$ cat config.mk
export PLATFORM = sky130hd
export DESIGN_NAME = pulse_frequency_band_detector_unit_flat
export DESIGN_NICKNAME = d
export VERILOG_FILES = /design/src/rtl/pfbd_pkg.sv /design/src/rtl/pfbd_if.sv /design/src/rtl/pulse_frequency_band_detector_unit.sv /design/src/rtl/pfbd_front.sv /design/src/rtl/pfbd_queue.sv /design/src/rtl/pfbd_back.sv /design/src/flat_wrapper.sv
export VERILOG_INCLUDE_DIRS = /design/src /design/src/rtl
export SDC_FILE = /design/constraint.sdc
export NUM_CORES = 1
export LEC_CHECK = 0
export BUFFER_PORTS_ARGS = -buffer_cell sky130_fd_sc_hd__buf_2
export CAP_MARGIN = 20
export CORE_UTILIZATION = 57
export CTS_CLUSTER_SIZE = 16
export DETAILED_ROUTE_END_ITERATION = 8
export PLACE_DENSITY_LB_ADDON = 0.12
export RECOVER_POWER = 50
export SLEW_MARGIN = 25
export SYNTH_ARGS = -nofsm -noshare
export SYNTH_HDL_FRONTEND = slang
export SYNTH_HIERARCHICAL = 1
export SYNTH_SLANG_ARGS = --single-unit
$ cat constraint.sdc
create_clock -name clock -period 5.4 [get_ports clock]
set_clock_uncertainty 0.1 [all_clocks]
set_input_delay 0 -clock clock [delete_from_list [all_inputs] [get_ports clock]]
set_output_delay 0 -clock clock [all_outputs]
set_load 0.005 [all_outputs]
$ cat src/rtl/assert_macros.svh
// Assertion macros shared by the detector RTL.
// No dependencies; included by files that carry concurrent checks.
`ifndef ASSERT_MACROS_SVH
`define ASSERT_MACROS_SVH

// Same-cycle implication, disabled during reset.
`define PFBD_ASSERT_IMP(lbl, clk, rst, ante, cons) \
   lbl: assert property (@(posedge clk) disable iff (rst) (ante) |-> (cons)) \
      else $error("pfbd check failed");

// Next-cycle implication, disabled during reset.
`define PFBD_ASSERT_NXT(lbl, clk, rst, ante, cons) \
   lbl: assert property (@(posedge clk) disable iff (rst) (ante) |=> (cons)) \
      else $error("pfbd check failed");

`endif

$ cat src/rtl/pfbd_pkg.sv
// Package for the pulse frequency band detector: widths, register codes,
// reset values and the structs passed between the front, queue and back.
package pfbd_pkg;

   localparam int WINDOW_W   = 24;
   localparam int COUNT_W    = 16;
   localparam int ACC_W      = 32;
   localparam int DUTY_W     = 8;
   localparam int PROD_W     = ACC_W + 7;      // sum * 100
   localparam int DVS_W      = WINDOW_W + DUTY_W;
   localparam int CSR_IDX_W  = 2;
   localparam int CSR_DATA_W = 24;

   localparam int QUEUE_DEPTH = 4;
   localparam int QPTR_W      = $clog2(QUEUE_DEPTH);
   localparam int QCNT_W      = $clog2(QUEUE_DEPTH + 1);

   localparam logic [3:0] DIV_LAST_STEP = 4'd8;   // quotient bits 8..0

   localparam logic [CSR_IDX_W-1:0] REG_WINDOW_TICKS = 2'd0;
   localparam logic [CSR_IDX_W-1:0] REG_MIN_COUNT    = 2'd1;
   localparam logic [CSR_IDX_W-1:0] REG_MAX_COUNT    = 2'd2;

   localparam logic [WINDOW_W-1:0] WINDOW_RESET = 24'd100000;
   localparam logic [COUNT_W-1:0]  MIN_RESET    = 16'd80;
   localparam logic [COUNT_W-1:0]  MAX_RESET    = 16'd200;
   localparam logic [DUTY_W-1:0]   DUTY_MAX     = 8'd255;

   typedef struct packed {
      logic [WINDOW_W-1:0] span;       // window length, zero mapped to one
      logic [COUNT_W-1:0]  min_count;
      logic [COUNT_W-1:0]  max_count;
   } pfbd_cfg_type;

   typedef struct packed {
      logic               close;       // this tick closes a window
      logic               hit;         // edge count in band
      logic [COUNT_W-1:0] tally;
      logic [ACC_W-1:0]   sum;
   } pfbd_entry_type;

endpackage

$ cat src/rtl/pfbd_if.sv
// Handshake channel interfaces for the detector: sample input, result
// output and register write port. Depends on pfbd_pkg.
interface pfbd_req_if;
   logic valid;
   logic ready;
   logic line_level;
   modport source (output valid, output line_level, input ready);
   modport sink   (input valid, input line_level, output ready);
endinterface

interface pfbd_rsp_if;
   logic                          valid;
   logic                          ready;
   logic                          detected;
   logic [pfbd_pkg::DUTY_W-1:0]   duty_percent;
   logic [pfbd_pkg::COUNT_W-1:0]  window_edge_count;
   logic                          window_done;
   modport source (output valid, output detected, output duty_percent,
                   output window_edge_count, output window_done, input ready);
   modport sink   (input valid, input detected, input duty_percent,
                   input window_edge_count, input window_done, output ready);
endinterface

interface pfbd_csr_if;
   logic                             valid;
   logic                             ready;
   logic [pfbd_pkg::CSR_IDX_W-1:0]   index;
   logic [pfbd_pkg::CSR_DATA_W-1:0]  data;
   modport source (output valid, output index, output data, input ready);
   modport sink   (input valid, input index, input data, output ready);
endinterface

$ cat src/rtl/pulse_frequency_band_detector_unit.sv
// Top level of the pulse frequency band detector: register file, front end,
// entry queue and back end. Uses pfbd_pkg, pfbd_if and the pfbd_* modules.
//
//   channel   dir  payload
//   req_chan  in   line_level
//   rsp_chan  out  detected, duty_percent, window_edge_count, window_done
//   csr_chan  in   index, data (window_ticks, min_count, max_count)
//
// One sample per cycle; each entry goes into the queue and is popped by the
// back end, which loads its result into the output register. A window that
// closes with its edge count in band holds the back end for a pop, 9 restoring
// division steps and the result load. The 4-entry queue takes up to four
// samples meanwhile; the front stalls only when the queue is full. Reset is
// synchronous: all counts clear and the registers return to 100000 / 80 / 200.
module pulse_frequency_band_detector_unit (
   input  logic      clock,
   input  logic      reset,
   pfbd_req_if.sink  req_chan,
   pfbd_rsp_if.source rsp_chan,
   pfbd_csr_if.sink  csr_chan
);

   logic [pfbd_pkg::WINDOW_W-1:0] window_ff;
   logic [pfbd_pkg::COUNT_W-1:0]  min_ff;
   logic [pfbd_pkg::COUNT_W-1:0]  max_ff;

   pfbd_pkg::pfbd_cfg_type   cfg;
   pfbd_pkg::pfbd_entry_type push_entry;
   pfbd_pkg::pfbd_entry_type head;
   logic                     push, pop, full, not_empty;

   assign csr_chan.ready = 1'b1;

   always_ff @(posedge clock) begin
      if (reset) begin
         window_ff <= pfbd_pkg::WINDOW_RESET;
         min_ff    <= pfbd_pkg::MIN_RESET;
         max_ff    <= pfbd_pkg::MAX_RESET;
      end else if (csr_chan.valid) begin
         case (csr_chan.index)
            pfbd_pkg::REG_WINDOW_TICKS: window_ff <= csr_chan.data;
            pfbd_pkg::REG_MIN_COUNT:    min_ff    <= csr_chan.data[pfbd_pkg::COUNT_W-1:0];
            pfbd_pkg::REG_MAX_COUNT:    max_ff    <= csr_chan.data[pfbd_pkg::COUNT_W-1:0];
            default: ;
         endcase
      end
   end

   // zero-length window behaves as one tick
   assign cfg.span      = (window_ff == '0) ? pfbd_pkg::WINDOW_W'(1) : window_ff;
   assign cfg.min_count = min_ff;
   assign cfg.max_count = max_ff;

   pfbd_front u_front (
      .clock   (clock),
      .reset   (reset),
      .req     (req_chan),
      .cfg     (cfg),
      .q_full  (full),
      .q_push  (push),
      .q_entry (push_entry)
   );

   pfbd_queue u_queue (
      .clock      (clock),
      .reset      (reset),
      .push       (push),
      .push_entry (push_entry),
      .pop        (pop),
      .full       (full),
      .not_empty  (not_empty),
      .head       (head)
   );

   pfbd_back u_back (
      .clock       (clock),
      .reset       (reset),
      .cfg         (cfg),
      .q_not_empty (not_empty),
      .q_head      (head),
      .q_pop       (pop),
      .rsp         (rsp_chan)
   );

endmodule

$ cat src/rtl/pfbd_front.sv
// Front end: takes one sample per transfer, tracks edges, high runs and the
// gating window, and pushes one classified entry per sample. Uses pfbd_pkg.
module pfbd_front (
   input  logic                    clock,
   input  logic                    reset,
   pfbd_req_if.sink                req,
   input  pfbd_pkg::pfbd_cfg_type  cfg,
   input  logic                    q_full,
   output logic                    q_push,
   output pfbd_pkg::pfbd_entry_type q_entry
);

   logic                         prev_ff, prev_in;
   logic [pfbd_pkg::WINDOW_W-1:0] pos_ff, pos_in;
   logic [pfbd_pkg::COUNT_W-1:0]  tally_ff, tally_in;
   logic [pfbd_pkg::ACC_W-1:0]    run_ff, run_in;
   logic [pfbd_pkg::ACC_W-1:0]    sum_ff, sum_in;

   logic [pfbd_pkg::COUNT_W-1:0]  tally_upd;
   logic [pfbd_pkg::ACC_W-1:0]    sum_upd;
   logic [pfbd_pkg::ACC_W:0]      sum_wide;
   logic [pfbd_pkg::WINDOW_W:0]   pos_inc;
   logic                         close;
   logic                         accept;

   assign req.ready = !q_full;
   assign accept    = req.valid && !q_full;

   always_comb begin
      run_in    = run_ff;
      tally_upd = tally_ff;
      sum_upd   = sum_ff;
      sum_wide  = {1'b0, sum_ff} + {1'b0, run_ff};
      if (req.line_level && !prev_ff) begin
         run_in = {{(pfbd_pkg::ACC_W-1){1'b0}}, 1'b1};
      end else if (req.line_level) begin
         if (run_ff != {pfbd_pkg::ACC_W{1'b1}}) run_in = run_ff + 1'b1;
      end else if (prev_ff) begin
         // falling edge: count it and bank the run length
         if (tally_ff != {pfbd_pkg::COUNT_W{1'b1}}) tally_upd = tally_ff + 1'b1;
         sum_upd = sum_wide[pfbd_pkg::ACC_W] ? {pfbd_pkg::ACC_W{1'b1}}
                                             : sum_wide[pfbd_pkg::ACC_W-1:0];
      end

      pos_inc = {1'b0, pos_ff} + 1'b1;
      close   = pos_inc >= {1'b0, cfg.span};

      q_entry.close = close;
      q_entry.hit   = (tally_upd >= cfg.min_count) && (tally_upd <= cfg.max_count);
      q_entry.tally = tally_upd;
      q_entry.sum   = sum_upd;

      prev_in  = req.line_level;
      pos_in   = close ? '0 : pos_inc[pfbd_pkg::WINDOW_W-1:0];
      tally_in = close ? '0 : tally_upd;
      sum_in   = close ? '0 : sum_upd;
   end

   assign q_push = accept;

   always_ff @(posedge clock) begin
      if (reset) begin
         prev_ff  <= 1'b0;
         pos_ff   <= '0;
         tally_ff <= '0;
         run_ff   <= '0;
         sum_ff   <= '0;
      end else if (accept) begin
         prev_ff  <= prev_in;
         pos_ff   <= pos_in;
         tally_ff <= tally_in;
         run_ff   <= run_in;
         sum_ff   <= sum_in;
      end
   end

endmodule

$ cat src/rtl/pfbd_queue.sv
// Short FIFO of classified entries between front and back.
// Uses pfbd_pkg and assert_macros.svh.
`include "assert_macros.svh"

module pfbd_queue (
   input  logic                     clock,
   input  logic                     reset,
   input  logic                     push,
   input  pfbd_pkg::pfbd_entry_type push_entry,
   input  logic                     pop,
   output logic                     full,
   output logic                     not_empty,
   output pfbd_pkg::pfbd_entry_type head
);

   pfbd_pkg::pfbd_entry_type       slot_ff [pfbd_pkg::QUEUE_DEPTH];
   logic [pfbd_pkg::QPTR_W-1:0]    wr_ptr_ff, wr_ptr_in;
   logic [pfbd_pkg::QPTR_W-1:0]    rd_ptr_ff, rd_ptr_in;
   logic [pfbd_pkg::QCNT_W-1:0]    count_ff, count_in;

   localparam logic [pfbd_pkg::QCNT_W-1:0] DEPTH_CNT =
      pfbd_pkg::QCNT_W'(pfbd_pkg::QUEUE_DEPTH);
   localparam logic [pfbd_pkg::QPTR_W-1:0] LAST_PTR =
      pfbd_pkg::QPTR_W'(pfbd_pkg::QUEUE_DEPTH - 1);

   assign full      = count_ff == DEPTH_CNT;
   assign not_empty = count_ff != '0;
   assign head      = slot_ff[rd_ptr_ff];

   always_comb begin
      wr_ptr_in = wr_ptr_ff;
      rd_ptr_in = rd_ptr_ff;
      count_in  = count_ff;
      if (push) wr_ptr_in = (wr_ptr_ff == LAST_PTR) ? '0 : wr_ptr_ff + 1'b1;
      if (pop)  rd_ptr_in = (rd_ptr_ff == LAST_PTR) ? '0 : rd_ptr_ff + 1'b1;
      if (push && !pop)      count_in = count_ff + 1'b1;
      else if (pop && !push) count_in = count_ff - 1'b1;
   end

   always_ff @(posedge clock) begin
      if (reset) begin
         wr_ptr_ff <= '0;
         rd_ptr_ff <= '0;
         count_ff  <= '0;
      end else begin
         wr_ptr_ff <= wr_ptr_in;
         rd_ptr_ff <= rd_ptr_in;
         count_ff  <= count_in;
      end
   end

   always_ff @(posedge clock) begin
      if (push) slot_ff[wr_ptr_ff] <= push_entry;
   end

   `PFBD_ASSERT_IMP(a_no_push_full, clock, reset, push, !full)
   `PFBD_ASSERT_IMP(a_no_pop_empty, clock, reset, pop, not_empty)

endmodule

$ cat src/rtl/pfbd_back.sv
// Back end: pops entries, keeps the held verdict, duty and edge count, runs
// the duty division one quotient bit per cycle and drives the result
// register. Uses pfbd_pkg and assert_macros.svh.
`include "assert_macros.svh"

module pfbd_back (
   input  logic                     clock,
   input  logic                     reset,
   input  pfbd_pkg::pfbd_cfg_type   cfg,
   input  logic                     q_not_empty,
   input  pfbd_pkg::pfbd_entry_type q_head,
   output logic                     q_pop,
   pfbd_rsp_if.source               rsp
);

   typedef enum logic [1:0] {ST_IDLE, ST_DIV, ST_EMIT} state_type;

   state_type                     state_ff, state_in;
   logic                          held_det_ff, held_det_in;
   logic [pfbd_pkg::DUTY_W-1:0]   held_duty_ff, held_duty_in;
   logic [pfbd_pkg::COUNT_W-1:0]  held_tally_ff, held_tally_in;
   logic [pfbd_pkg::PROD_W-1:0]   rem_ff, rem_in;
   logic [pfbd_pkg::DVS_W-1:0]    dvs_ff, dvs_in;
   logic [pfbd_pkg::DUTY_W:0]     quo_ff, quo_in;
   logic [3:0]                    step_ff, step_in;

   logic                          rsp_valid_ff, rsp_valid_in;
   logic                          rsp_det_ff, rsp_det_in;
   logic [pfbd_pkg::DUTY_W-1:0]   rsp_duty_ff, rsp_duty_in;
   logic [pfbd_pkg::COUNT_W-1:0]  rsp_tally_ff, rsp_tally_in;
   logic                          rsp_done_ff, rsp_done_in;

   logic                          slot_free;
   logic                          ge;
   logic [pfbd_pkg::PROD_W-1:0]   prod;
   logic [pfbd_pkg::PROD_W-1:0]   dvs_wide;

   assign slot_free = !rsp_valid_ff || rsp.ready;
   assign q_pop     = (state_ff == ST_IDLE) && q_not_empty && slot_free;

   // sum * 100 as 64 + 32 + 4
   assign prod = {1'b0, q_head.sum, 6'b0} + {2'b0, q_head.sum, 5'b0}
               + {5'b0, q_head.sum, 2'b0};
   assign dvs_wide = {{(pfbd_pkg::PROD_W-pfbd_pkg::DVS_W){1'b0}}, dvs_ff};
   assign ge       = rem_ff >= dvs_wide;

   always_comb begin
      state_in      = state_ff;
      held_det_in   = held_det_ff;
      held_duty_in  = held_duty_ff;
      held_tally_in = held_tally_ff;
      rem_in        = rem_ff;
      dvs_in        = dvs_ff;
      quo_in        = quo_ff;
      step_in       = step_ff;
      rsp_valid_in  = rsp_valid_ff && !rsp.ready;
      rsp_det_in    = rsp_det_ff;
      rsp_duty_in   = rsp_duty_ff;
      rsp_tally_in  = rsp_tally_ff;
      rsp_done_in   = rsp_done_ff;

      case (state_ff)
         ST_IDLE: begin
            if (q_pop) begin
               if (q_head.close) begin
                  held_det_in   = q_head.hit;
                  held_tally_in = q_head.tally;
               end
               if (q_head.close && q_head.hit) begin
                  rem_in   = prod;
                  dvs_in   = {cfg.span, {pfbd_pkg::DUTY_W{1'b0}}};
                  quo_in   = '0;
                  step_in  = pfbd_pkg::DIV_LAST_STEP;
                  state_in = ST_DIV;
               end else begin
                  rsp_valid_in = 1'b1;
                  rsp_det_in   = held_det_in;
                  rsp_duty_in  = held_duty_ff;
                  rsp_tally_in = held_tally_in;
                  rsp_done_in  = q_head.close;
               end
            end
         end
         ST_DIV: begin
            // restoring step; the top quotient bit flags saturation
            if (ge) rem_in = rem_ff - dvs_wide;
            dvs_in = dvs_ff >> 1;
            quo_in = {quo_ff[pfbd_pkg::DUTY_W-1:0], ge};
            if (step_ff == '0) begin
               held_duty_in = quo_in[pfbd_pkg::DUTY_W] ? pfbd_pkg::DUTY_MAX
                                                       : quo_in[pfbd_pkg::DUTY_W-1:0];
               state_in = ST_EMIT;
            end else begin
               step_in = step_ff - 1'b1;
            end
         end
         ST_EMIT: begin
            if (slot_free) begin
               rsp_valid_in = 1'b1;
               rsp_det_in   = held_det_ff;
               rsp_duty_in  = held_duty_ff;
               rsp_tally_in = held_tally_ff;
               rsp_done_in  = 1'b1;
               state_in     = ST_IDLE;
            end
         end
         default: state_in = ST_IDLE;
      endcase
   end

   always_ff @(posedge clock) begin
      if (reset) begin
         state_ff      <= ST_IDLE;
         held_det_ff   <= 1'b0;
         held_duty_ff  <= '0;
         held_tally_ff <= '0;
         rsp_valid_ff  <= 1'b0;
      end else begin
         state_ff      <= state_in;
         held_det_ff   <= held_det_in;
         held_duty_ff  <= held_duty_in;
         held_tally_ff <= held_tally_in;
         rsp_valid_ff  <= rsp_valid_in;
      end
      rem_ff       <= rem_in;
      dvs_ff       <= dvs_in;
      quo_ff       <= quo_in;
      step_ff      <= step_in;
      rsp_det_ff   <= rsp_det_in;
      rsp_duty_ff  <= rsp_duty_in;
      rsp_tally_ff <= rsp_tally_in;
      rsp_done_ff  <= rsp_done_in;
   end

   assign rsp.valid             = rsp_valid_ff;
   assign rsp.detected          = rsp_det_ff;
   assign rsp.duty_percent      = rsp_duty_ff;
   assign rsp.window_edge_count = rsp_tally_ff;
   assign rsp.window_done       = rsp_done_ff;

   `PFBD_ASSERT_IMP(a_step_range, clock, reset, state_ff == ST_DIV,
                    step_ff <= pfbd_pkg::DIV_LAST_STEP)
   `PFBD_ASSERT_IMP(a_emit_detected, clock, reset, state_ff == ST_EMIT, held_det_ff)
   `PFBD_ASSERT_NXT(a_div_start, clock, reset,
                    q_pop && q_head.close && q_head.hit, state_ff == ST_DIV)

endmodule
$ cat src/flat_wrapper.sv
// flat-port wrapper written by rule: the top's interface ports become plain ports
module pulse_frequency_band_detector_unit_flat 
  (clock, reset, req_chan_valid, req_chan_line_level, req_chan_ready, rsp_chan_valid, rsp_chan_detected, rsp_chan_duty_percent, rsp_chan_window_edge_count, rsp_chan_window_done, rsp_chan_ready, csr_chan_valid, csr_chan_index, csr_chan_data, csr_chan_ready);
  pfbd_req_if req_chan_i ();
  pfbd_rsp_if rsp_chan_i ();
  pfbd_csr_if csr_chan_i ();
  input  logic clock;
  input  logic reset;
  input wire logic [$bits(req_chan_i.valid)-1:0] req_chan_valid;
  input wire logic [$bits(req_chan_i.line_level)-1:0] req_chan_line_level;
  output wire logic [$bits(req_chan_i.ready)-1:0] req_chan_ready;
  output wire logic [$bits(rsp_chan_i.valid)-1:0] rsp_chan_valid;
  output wire logic [$bits(rsp_chan_i.detected)-1:0] rsp_chan_detected;
  output wire logic [$bits(rsp_chan_i.duty_percent)-1:0] rsp_chan_duty_percent;
  output wire logic [$bits(rsp_chan_i.window_edge_count)-1:0] rsp_chan_window_edge_count;
  output wire logic [$bits(rsp_chan_i.window_done)-1:0] rsp_chan_window_done;
  input wire logic [$bits(rsp_chan_i.ready)-1:0] rsp_chan_ready;
  input wire logic [$bits(csr_chan_i.valid)-1:0] csr_chan_valid;
  input wire logic [$bits(csr_chan_i.index)-1:0] csr_chan_index;
  input wire logic [$bits(csr_chan_i.data)-1:0] csr_chan_data;
  output wire logic [$bits(csr_chan_i.ready)-1:0] csr_chan_ready;
  assign req_chan_i.valid = req_chan_valid;
  assign req_chan_i.line_level = req_chan_line_level;
  assign req_chan_ready = req_chan_i.ready;
  assign rsp_chan_valid = rsp_chan_i.valid;
  assign rsp_chan_detected = rsp_chan_i.detected;
  assign rsp_chan_duty_percent = rsp_chan_i.duty_percent;
  assign rsp_chan_window_edge_count = rsp_chan_i.window_edge_count;
  assign rsp_chan_window_done = rsp_chan_i.window_done;
  assign rsp_chan_i.ready = rsp_chan_ready;
  assign csr_chan_i.valid = csr_chan_valid;
  assign csr_chan_i.index = csr_chan_index;
  assign csr_chan_i.data = csr_chan_data;
  assign csr_chan_ready = csr_chan_i.ready;
  pulse_frequency_band_detector_unit u_core (.clock(clock), .reset(reset), .req_chan(req_chan_i), .rsp_chan(rsp_chan_i), .csr_chan(csr_chan_i));
endmodule
* Yosys cells after proc, flatten, opt, wreduce, memory -nomap -nowiden *
Memories as Yosys holds them, arrays and structs flattened. A register that Yosys moved wholly into a read port is not among the register bits.
Cells that the tools add are included.

storage, ports and cells
  flip-flop bits (word level) = 305
  memories = 1
  bits in writable memories = 200

operators by class
  equality and inequality tests = 16
  mux-type cells = 65
  reductions and logical operators = 37
  $lt $le $gt $ge = 4
  $add $sub $neg = 12

memory list
  name                    depth  width  rd ports  clocked after Yosys merged registers in  write ports  line              source
  u_core.u_queue.slot_ff  4      50     1         1                                        1            pfbd_queue.sv:16  pfbd_pkg::pfbd_entry_type slot_ff [pfbd_pkg::QUEUE_DEPTH];

operators with widths
  cell                   number
  $mux 32                10
  $mux 16                9
  $mux 39                3
  $pmux 39 s2            1
  $pmux 32 s2            1
  $mux 24                2
  $mux 8                 6
  $add 38x37->39         1
  $add 39x34->39         1
  $ge 39x32->1           1
  $sub 39x32->39         1
  $add 32x32->33         1
  $add 32x1->32 const B  1
  $ne 32x32->1 const B   1
  $pmux 16 s2            1
  $pmux 8 s2             2
  $add 24x1->25 const B  1
  $ge 25x24->1           1
  $logic_not 24->1       1
  $add 16x1->16 const B  1
  $ge 16x16->1           1
  $le 16x16->1           1
  $mux 2                 8
  $ne 16x16->1 const B   1
  other kinds (25)       77

* Logic depth before layout (Yosys ltp) *
  word-level depth = 7
  gate-level depth with buffers = 21

* By module *
The synthesis kept the hierarchy.

modules (own cells, without submodules)
  module                              area each (um^2)  cells each  times used  seq. area each (um^2)
  pfbd_back                           9636.7            1001        1           3833.7
  pfbd_front                          8324.2            1079        1           2102.0
  pfbd_queue                          7713.6            306         1           6185.9
  pulse_frequency_band_detector_unit  2132.0            281         1           1121.1

* Least setup slack after synthesis *
OpenSTA, ideal clock, no wires.

  kind = register to register
  from = register u_core/u_queue/count_ff[0] (netlist bit)
  to = register u_core/u_back/rem_ff[0] (netlist bit) (enable)
  data arrival time = 5.406 ns
  period minus slack after synthesis = 5.952 ns
  stages on the path, launching flop included = 8
  slack = -0.552 ns
  library setup time = 0.446 ns
  buffers on the path = 1
  path through = dfxtp_1 > or3_1 > nor4b_1 > and2_1 > clkbuf_1 > a21oi_1 > nor2_1 > a21boi_1

between the ends
  cells in the longest elaborated chain, start to end = 5

ends and longest elaborated chain
  element                         line                                      source
  from (decl)                     pfbd_queue.sv:19                          logic [pfbd_pkg::QCNT_W-1:0] count_ff, count_in;
  from (signal assigned)          pfbd_queue.sv:48                          count_ff <= count_in;
  $reduce_bool 3->1               pfbd_queue.sv:27                          assign not_empty = count_ff != '0;
  net u_core.not_empty            pulse_frequency_band_detector_unit.sv:30  logic push, pop, full, not_empty;
  $logic_and 1x1->1 (2 in a row)  pfbd_back.sv:39                           assign q_pop = (state_ff == ST_IDLE) && q_not_empty && slot_free;
  net u_core.pop                  pulse_frequency_band_detector_unit.sv:30
  $ne 2x1->1 (no line)            --
  $reduce_and 4->1 (no line)      --
  to (signal assigned)            pfbd_back.sv:125                          rem_ff <= rem_in;
  to (decl)                       pfbd_back.sv:22                           logic [pfbd_pkg::PROD_W-1:0] rem_ff, rem_in;

The timed path passes the listed nets, and every way through them passes these cells.
A chain may end at the register's enable or synchronous reset.

==> metrics.md <==
| Metric | Value |
|---|---|
| Post-synthesis mux area share | 0.0510 |
| Setup slack, reg-to-reg | between 300 and 400 ps |
| Failing checks | max-capacitance violations, max-slew violations |
| Post-Synth Simple-Gate Area | 0.143 |
| Clock-pin slew on the worst setup and hold paths | about 60 ps |
| Root buffer cell | clkbuf_16 |
| Post-synth top area share | 0.334 |
| Synth Area in Compound Gates | 0.144 |
| CTS buffer count | 53 |
| Final hold vios | 0 |
| Worst path arrival time | 5530 ps |
| Die span in x | between 200 and 250 µm |
| Grt total ovfl | 0 |
| GPL Wtd Cong | approximately 0.94 |
| Diodes inserted | 0 |
| Async SR Flop Fraction | 0 |
| Critical Path Max Stage Delay | 560 ps |
| Synth warn | 6 |
| Vias/cell | approximately 6 |
| Hold Path Depth | 4 |
| Total power | approximately 0.019 W |
| CP delay by family, top | simple AND/OR/NAND/NOR gates |
| Mapped cell area | about 28000 µm² |
| Maxcap violations | 7 |
| CTS max path bufs | 3 |
| Post-Synth XOR/XNOR Area | 0.0450 |
| Synth Flop Type | edfxtp_1 |
| Leakage | 11.6 nW |
| Final period utilization | 0.939 |
| Worst Hold Path EP | u_core/min_ff[4] |
| P&R area growth vs syn | 9.92% |
| Drt drc | 0 |
| Startpoint Class | flop |
| Synth area leaders | edfxtp_1 33%, dfxtp_1 14%, ha_1 7.5% |
| R2r worst-path depth | 18 |
| First-pass GRT wire length | 104000 µm |
| Count of state elements after synthesis | about 500 |
| H-tree levels | 2 |
| Final nets | between 2000 and 3000 |
| Routed Antenna Nets | 0 |
| Layout cells sized above 1 | 0.0969 |
| WP buf/inv | 3 |
| Worst hold path type | input pin to flop |
| CTS tree | yes |
| Vias | around 20000 |
| Peak supply drop | roughly 0.42 mV |
| Chip Height | 223 µm |
| Yosys top cell by area | edfxtp_1 |
| Most frequent cell after synthesis | nand2_1 |
| Die area | between 40000 and 50000 µm² |
| Worst r2r src | u_core/u_front/pos_ff[7] |
| Post-synth top cells | 330 x nand2_1, 309 x edfxtp_1, 231 x a21oi_1 |
| Syn Inst Count | ~2700 |
| WS Path Type | flop to flop |
| Power Density | approximately 610 nW/µm² |
| Clock Latency Late Sink | between 600 and 700 ps |
| Transition time of the tightest slew-check pin | between 4000 and 5000 ps |
| Fmax achieved | just under 200 MHz |
| Wire per inst | roughly 20 µm |
| Critical path data required time | between 5000 and 6000 ps |
| Core Footprint | ~48000 µm² |
| Unique masters post-synth | 95 |
| Crit. End Element | flop |
| Initial Util | 0.580 |
| Core Rows | 80 |
| Largest net degree at the start of global routing | ~110 |
| Finish-stage setup viols | 0 |
| Syn Area/Cell | roughly 10 µm² |
| Drt pass-1 iters | 5 |
| DR iter-0 viols | about 1700 |
| CP max stage cell | dlygate4sd3_1 |
| Hold_sp | csr_chan_data[4] |
| Status | finished with violations |
| Sequential share of the synthesized area | 0.476 |
| Post-synth EDFFs | about 300 |
| Fill cells | around 3800 |
| Cell count after placement | roughly 3200 |
| Normalized max-slew margin | -2.07 |
| Post-CTS setup buffer count | 0 |
| Largest family of logic cells by synthesized area | compound AO/OA/AOI/OAI gates |
| Cell Chain, Critical Path | nand4_1, nor4_1, nand2b_1, nor3_1, and3_1, xor2_1, ha_1, nand4_1, nor3_1, a22o_1, a211oi_1, and3_1, inv_2, buf_4, nor2_2, a22oi_1, nor2_1, dlygate4sd3_1 |
| WL final | about 66000 µm |
| Synth Net Count | just under 3000 |
| Clock Sink Count | roughly 510 |
| Overall Global Routing Usage | 0.263 |
| Fin crit period | slightly above 5000 ps |
| Initial antenna violation count | 0 |
| Fin cells | approximately 3400 |
| Reg2Reg Capture Point | u_core/u_front/tally_ff[4] |
| Count of buffers from port buffering | between 50 and 60 |
| Post-Synth Adder-Cell Area | 0.0977 |
| Vias in the first global route | around 19000 |
| Setup_tns | 0 ps |
| RSZ-0062 raised after global routing | false |
| Worst-path fanout max | 17 |
| Post-DP HPWL | about 48000 µm |
| Max Slew Vio Count | roughly 340 |
| I/O pin total | between 60 and 70 |
layout by cell type, fill, tap and decap left out, types with 26 or more instances in the layout:
| cell type | synthesis | routed |
|---|---|---|
| nand2_1 | 330 | 330 |
| clkbuf_1 | 92 | 36 |
| dfxtp_1 | 198 | 196 |
| nor3_1 | 50 | 50 |
| buf_2 | 22 | 46 |
| o21ai_0 | 110 | 110 |
| a22o_1 | 26 | 26 |
| xor2_1 | 74 | 74 |
| inv_1 | 140 | 140 |
| dlygate4sd3_1 | 0 | 40 |
| nor2_1 | 180 | 174 |
| xnor2_1 | 69 | 69 |
| a31oi_1 | 28 | 28 |
| nand4_1 | 39 | 39 |
| a21oi_1 | 231 | 231 |
| edfxtp_1 | 309 | 309 |
| nand3_1 | 53 | 53 |
| mux4_2 | 50 | 50 |
| a21o_1 | 56 | 56 |
| ha_1 | 166 | 166 |
| clkbuf_16 | 0 | 54 |
| fa_1 | 32 | 32 |
state kept, by name, summed over array words and instances (netlist names), 3 cells and up, named ones only:
name                                 count
u_core/u_queue/slot_ff                 200
u_core/u_back/rem_ff                    39
u_core/u_front/tally_ff                 16
u_core/u_back/held_duty_ff               8
u_core/u_back/held_tally_ff             16
u_core/min_ff                           16
u_core/u_back/quo_ff                     8
u_core/u_front/pos_ff                   24
u_core/max_ff                           16
u_core/u_back/rsp.duty_percent           8
u_core/u_queue/count_ff                  3
u_core/u_back/step_ff                    4
u_core/window_ff                        24
u_core/u_front/run_ff                   32
u_core/u_back/rsp.window_edge_count     16
u_core/u_back/dvs_ff                    32
u_core/u_front/sum_ff                   32
stage by stage:
| step | hold WS [ps] | util | setup slack, ps | instance area, µm² |
|---|---|---|---|---|
| global route | 115 | 0.638 | 61.0 | 30600 |
| CTS | 78.5 | 0.639 | 367 | 30700 |
| detailed placement | 151 | 0.596 | 856 | 28600 |
| floorplan | -30.9 | - | 215 | 27800 |
| global placement | 141 | 0.596 | 961 | 28600 |
| finish | 106 | 0.638 | 330 | 30600 |
where the power goes:
| part | switching [W] | leakage (nW) | internal, W | total, W |
|---|---|---|---|---|
| clock network | 0.00154 | 0.834 | 0.00200 | 0.00354 |
| registers | 0.000317 | 4.46 | 0.00523 | 0.00555 |
| logic | 0.00577 | 6.34 | 0.00385 | 0.00962 |
| total | 0.00763 | 11.6 | 0.0111 | 0.0187 |
worst min-delay path, stage by stage:
cell           delay, ps
dlygate4sd3_1        520
buf_2                130
nand2_1               50
nand3b_1              70
area by class of cell:
type / instances / area (µm²) / area share
clock buffer: 76 / 1500 / 0.0492
tap: 615 / 769 / 0.0252
timing repair buffer: 136 / 921 / 0.0301
sequential: 507 / 13200 / 0.433
clock inverter: 23 / 186 / 0.00610
inverter: 141 / 529 / 0.0173
multi-input combinational: 1884 / 13400 / 0.439
timing repair:
| item | CTS | global route |
|---|---|---|
| resized for setup | 0 | 1 |
| setup endpoints to repair | 0 | 1 |
| hold buffers | 40 | 0 |
| endpoints found under the hold margin | 90 | 0 |
layer usage:
metal  GRT usage  share of wire  up-vias
met5           0              0        -
met4      0.0836          0.025        0
met3      0.0299          0.051       90
met2       0.417           0.46      553
met1       0.380           0.46     9855
li1            -              -     9815
worst max path at each step:
stage | startpoint | end | slack, ps | cells after the start
after floorplan | u_core/u_queue/count_ff[0] | u_core/u_back/rem_ff[0] | 210 | 7
after CTS | u_core/u_front/pos_ff[7] | u_core/u_front/tally_ff[4] | 370 | 18
final | u_core/u_front/pos_ff[7] | u_core/u_front/tally_ff[4] | 330 | 18
after global placement | flop | u_core/u_back/rem_ff[32] | 960 | 13
after detailed placement | u_core/u_front/pos_ff[7] | u_core/u_front/sum_ff[25] | 860 | 16
after global routing | u_core/u_queue/count_ff[0] | u_core/u_queue/slot_ff[1][3] | 60 | 8
kinds of logic after synthesis:
logic type                 Yosys count
and+or+nand+nor                    841
AOI/OAI and AO/OA                  624
DFF                                507
buffers and inverters              276
adders and majority gates          198
xor gates and xnor gates           143
muxes                               77
other                                1
No activity file was read; power rests on OpenSTA's default activity.
